$ cat config.mk
export PLATFORM = sky130hd
export DESIGN_NAME = bfha_table
export DESIGN_NICKNAME = d
export VERILOG_FILES = /design/src/rtl/core/bfha_pkg.sv /design/src/rtl/core/bfha_table.sv
export SDC_FILE = /design/constraint.sdc
export NUM_CORES = 2
export LEC_CHECK = 0
export BUFFER_PORTS_ARGS = -buffer_cell sky130_fd_sc_hd__buf_2
export CAP_MARGIN = 40
export CELL_PAD_IN_SITES_DETAIL_PLACEMENT = 0
export CELL_PAD_IN_SITES_GLOBAL_PLACEMENT = 2
export CORE_ASPECT_RATIO = 1.1
export CORE_MARGIN = 4
export CORE_UTILIZATION = 51
export CTS_CLUSTER_DIAMETER = 100
export DETAILED_ROUTE_END_ITERATION = 7
export GPL_TIMING_DRIVEN = 1
export HOLD_SLACK_MARGIN = 0.06
export PLACE_DENSITY = 0.75
export SYNTH_ARGS = -nofsm -noshare
export SYNTH_HDL_FRONTEND = slang
export SYNTH_MEMORY_MAX_BITS = 65536
export SYNTH_SLANG_ARGS = --single-unit
$ cat constraint.sdc
create_clock -name clk -period 8.75 [get_ports clk]
set_input_delay 0.875 -clock clk [delete_from_list [all_inputs] [get_ports clk]]
set_output_delay 0.875 -clock clk [all_outputs]
set_load 0.05 [all_outputs]
$ cat src/rtl/core/bfha_pkg.sv
`timescale 1ns / 1ps
`default_nettype none
package bfha_pkg;
  localparam int MaxBlocks   = 64;
  localparam int IdxW        = $clog2(MaxBlocks);
  localparam int CntW        = IdxW + 1;
  localparam int ArenaBytes  = 65536;
  localparam int HeaderBytes = 40;
  localparam int SizeW       = 17;
  localparam int NeedW       = SizeW + 1;
  localparam int OffW        = 16;
  localparam int StampW      = 32;
  localparam int WideW       = 19;

  localparam logic [1:0] STATUS_OK      = 2'd0;
  localparam logic [1:0] STATUS_OOM     = 2'd1;
  localparam logic [1:0] STATUS_UNKNOWN = 2'd2;
  localparam logic [1:0] STATUS_FULL    = 2'd3;

  localparam logic OP_ALLOC = 1'b0;
  localparam logic OP_FREE  = 1'b1;

  localparam logic CFG_HEAP_BYTES = 1'b0;
  localparam logic CFG_MIN_SPLIT  = 1'b1;

  typedef struct packed {
    logic             opcode;
    logic [SizeW-1:0] request_bytes;
    logic [OffW-1:0]  free_address;
  } in_item_t;

  typedef struct packed {
    logic [OffW-1:0] data_address;
    logic [1:0]      status;
  } out_item_t;

  typedef struct packed {
    logic [OffW-1:0]   offset;
    logic [SizeW-1:0]  size;
    logic              free;
    logic [StampW-1:0] stamp;
  } entry_t;
endpackage
`default_nettype wire

$ cat src/rtl/core/bfha_table.sv
`timescale 1ns / 1ps
`default_nettype none
// Block table memory: one write port, one registered read port.
module bfha_table
  import bfha_pkg::*;
(
  input  wire logic            clk,
  input  wire logic            wr_en,
  input  wire logic [IdxW-1:0] wr_idx,
  input  entry_t               wr_data,
  input  wire logic [IdxW-1:0] rd_idx,
  output entry_t               rd_data
);
  entry_t mem [MaxBlocks];

  always_ff @(posedge clk) begin
    if (wr_en) begin
      mem[wr_idx] <= wr_data;
    end
    rd_data <= mem[rd_idx];
  end
endmodule
`default_nettype wire
==> results by group <==
Die
  – Floorplan core area: between 300,000 and 400,000 um2
  – Top-level I/O count: about 150
  – Initial Util: 0.5134
  – Die W: around 540 um
  – FP Rows: around 220
  – Chip height: around 600 um
  – Die Area: 323,700 um2

Setup path
  – Critical Path Source Type: input pin
  – Top cell by count, worst path: buf_4
  – Critical path arrival: approximately 4500 ps
  – Worst endpoint required time: 9630 ps
  – CP endpoint kind: register
  – Worst Path Max Fanout: 31
  – CP Cell Sequence: buf_4 > buf_4 > nand2b_4 > buf_4 > o22ai_1 > nor4_1 > o22a_1
  – CP bufs+invs: 3
  – Largest stage delay, worst path: about 780 ps
  – Slowest CP cell: nand2b_4
  – Crit Path Category: in -> reg
  – CP top delay family: buffers and inverters

Routing
  – Vias: approximately 80,000
  – Via density: around 6.7
  – DRT Pass-1 Iters: 6
  – Top sig layer: met5
  – DR WL met3: between 40,000 and 50,000 um
  – Routed wire length: 462,500 um
  – Remaining antenna violation count: 0
  – Starting DRC count in detailed routing: between 10,000 and 15,000
  – DR WL/cell: between 30 and 40 um
  – Post-route DRC: 0
  – M1 wire length: about 170,000 um
  – Met2 Routed Length: about 230,000 um

Power and ir drop
  – Leak: 56.83 nW
  – PD cells: between 200 and 250 nW/um2
  – Power Total: between 40 and 50 mW
  – Max VDD drop: 0.0001890 V

Clock tree
  – CTS root buf: clkbuf_16
  – Clock net sink count: 4,290
  – Clock Path Buffers: 4
  – CTS Hold Bufs: 0
  – Setup Buffers After CTS: 0
  – Latest clock arrival within the worst-skew pair: about 940 ps
  – Worst-path clk slew: ~60 ps
  – H-tree Lvls: 5
  – TritonCTS Buffers: 420
  – Post-CTS Resized: 0
  – TritonCTS clock tree: done

GRT
  – Vias in the first global route: roughly 80,000
  – Initial antenna violation count: between 50 and 60
  – Gr ovfl total: 0
  – GR Util All Layers: 0.2852
  – First-pass GRT wire length: between 600,000 and 700,000 um
  – Largest net degree at the start of global routing: 137

Cells and area
  – Final nets: between 7,000 and 8,000
  – Share of cells above drive strength 1: 0.2836
  – Storage cell area: approximately 130,000 um2
  – Layout Cells excl Fill: ~12,000
  – Finished Cell Area: between 150,000 and 200,000 um2
  – Area growth syn-to-layout: 14.05%
  – Area of the multi-input gates: 30,980 um2
  – FILL cells: roughly 22,000

Timing
  – RSZ-0062 raised after global routing: false
  – Part of the cycle the worst path needs: 0.4181
  – Final setup margin: ~5100 ps
  – Skew final: around 37 ps
  – Final hold vios: 0
  – Count of final setup violators: 0
  – FMAX: between 0.2 and 0.3 GHz
  – Final Max Slew Viols: 0
  – Setup tns final: 0 ps
  – Tightest Pin Transition: approximately 1200 ps
  – Relative slew margins: 0.2276
  – Period minus WS final: roughly 3700 ps

Hold path
  – Tightest Hold Check Type: in -> reg

Place
  – DP Wirelength: roughly 260,000 um
  – IO buf count: ~150
  – Worst slack at placement: roughly 4300 ps
  – Gp weighted congestion: slightly below 0.8
  – Placed insts: between 10,000 and 15,000
  – Cell Area, Placed: between 150,000 and 200,000 um2

Synth
  – Post-synthesis cell type count: 36
  – Post-synth EDFFs: about 4,200
  – Main synth FF type: edfxtp_1
  – Syn nets: ~6,900
  – Seq/Total Area, Yosys: 0.7985
  – Mapped Area: ~160,000 um2
  – Asr flop ratio synth: 0
  – Yosys warning total: 0
  – Gate Count Post-Synth: 6,852
  – Mean post-synth cell area: ~23 um2
  – Number of synthesized register bits: roughly 4,300

Status
  – Run status: complete, no violations

Job
  – Max cap viols: 0
-- layer usage --
layer / track usage / vias to the layer above
met5: 0 / -
met4: 0.09370 / 8
met3: 0.04837 / 767
met2: 0.4589 / 4698
met1: 0.4033 / 43360
li1: - / 30740
-- cells in the final DEF, fill, tap and decap left out, types with 10 or more instances in the layout --
cell / instances
clkinv_1: 85
buf_2: 139
buf_12: 87
a211oi_1: 106
mux2i_1: 102
edfxtp_1: 4224
dfxtp_1: 66
bufinv_16: 38
nor4_1: 56
clkbuf_1: 83
a22oi_1: 53
clkinvlp_4: 15
nor2_1: 57
nor2_4: 62
buf_4: 200
nand2_1: 21
o221ai_1: 66
buf_16: 36
clkbuf_8: 10
o22ai_1: 318
mux4_2: 1009
clkbuf_16: 424
nor2b_1: 87
a31oi_1: 10
a21oi_1: 12
o22a_1: 56
nand3_1: 25
clkinv_2: 87
diode_2: 83
inv_6: 14
nor3_1: 56
-- report_power, final --
group / switching [mW] / leakage (nW) / internal, mW
Clock: 7.75 / 6.62 / 10.1
Combinational: 1.38 / 11.7 / 0.743
Sequential: 0.137 / 38.6 / 22.7
Total: 9.26 / 56.8 / 33.6
-- worst register-to-register path, stage by stage (launching register included) --
cell,delay [ps]
edfxtp_1,360
mux2i_1,140
a22oi_1,120
a31oi_1,590
o211ai_1,360
and3_1,250
-- cell families after synthesis --
kind of cell / synth area share
AOI/OAI and AO/OA: 0.02786
buffers and inverters: 0.01204
DFF: 0.7985
muxes: 0.1484
and+or+nand+nor: 0.01312
-- path summary, 6_finish.rpt --
kind / endpoint / cells past startpoint / from / slack, ps
setup / recovery: rd_data[3] / 7 / rd_idx[4] / 5090
hold / removal: mem[1][28] / 1 / wr_data[28] / 150
setup reg to reg: rd_data[62] / 5 / mem[3][62] / 6820
hold reg to reg: rd_data[25] / 4 / mem[60][25] / 850
-- synth_stat cells (56+ instances only) --
cell type,n,area share
nor2b_1,89,0.0035
nor4_1,56,0.0022
nor3_1,58,0.0018
o22a_1,56,0.0031
o221ai_1,66,0.0036
edfxtp_1,4224,0.79
mux4_2,1009,0.14
buf_2,104,0.0032
mux2i_1,102,0.0064
dfxtp_1,66,0.0082
o22ai_1,318,0.012
nor2_1,120,0.0028
a211oi_1,106,0.0050
clkbuf_1,194,0.0045
-- stage by stage --
stage / hold WS, ps / utilization
global route: 122.7 / 0.5855
detailed placement: 829.6 / 0.5404
floorplan: 694.4 / -
global placement: 825.2 / 0.5339
finish: 150.9 / 0.5856
CTS: 129.9 / 0.5836
-- registers in the layout, summed over array words and instances, names as in the netlist --
| name | flops |
|---|---|
| mem | 4224 |
| rd_data | 66 |
-- layout make-up --
class / count / area share
Sequential cell: 4290 / 0.7002
Multi-Input combinational cell: 2163 / 0.1693
Clock buffer: 517 / 0.06042
Tap cell: 4123 / 0.02818
Timing Repair Buffer: 468 / 0.02740
Clock inverter: 259 / 0.01340
Antenna cell: 83 / 0.001135
Note: power is estimated with default switching activity, not from simulation.
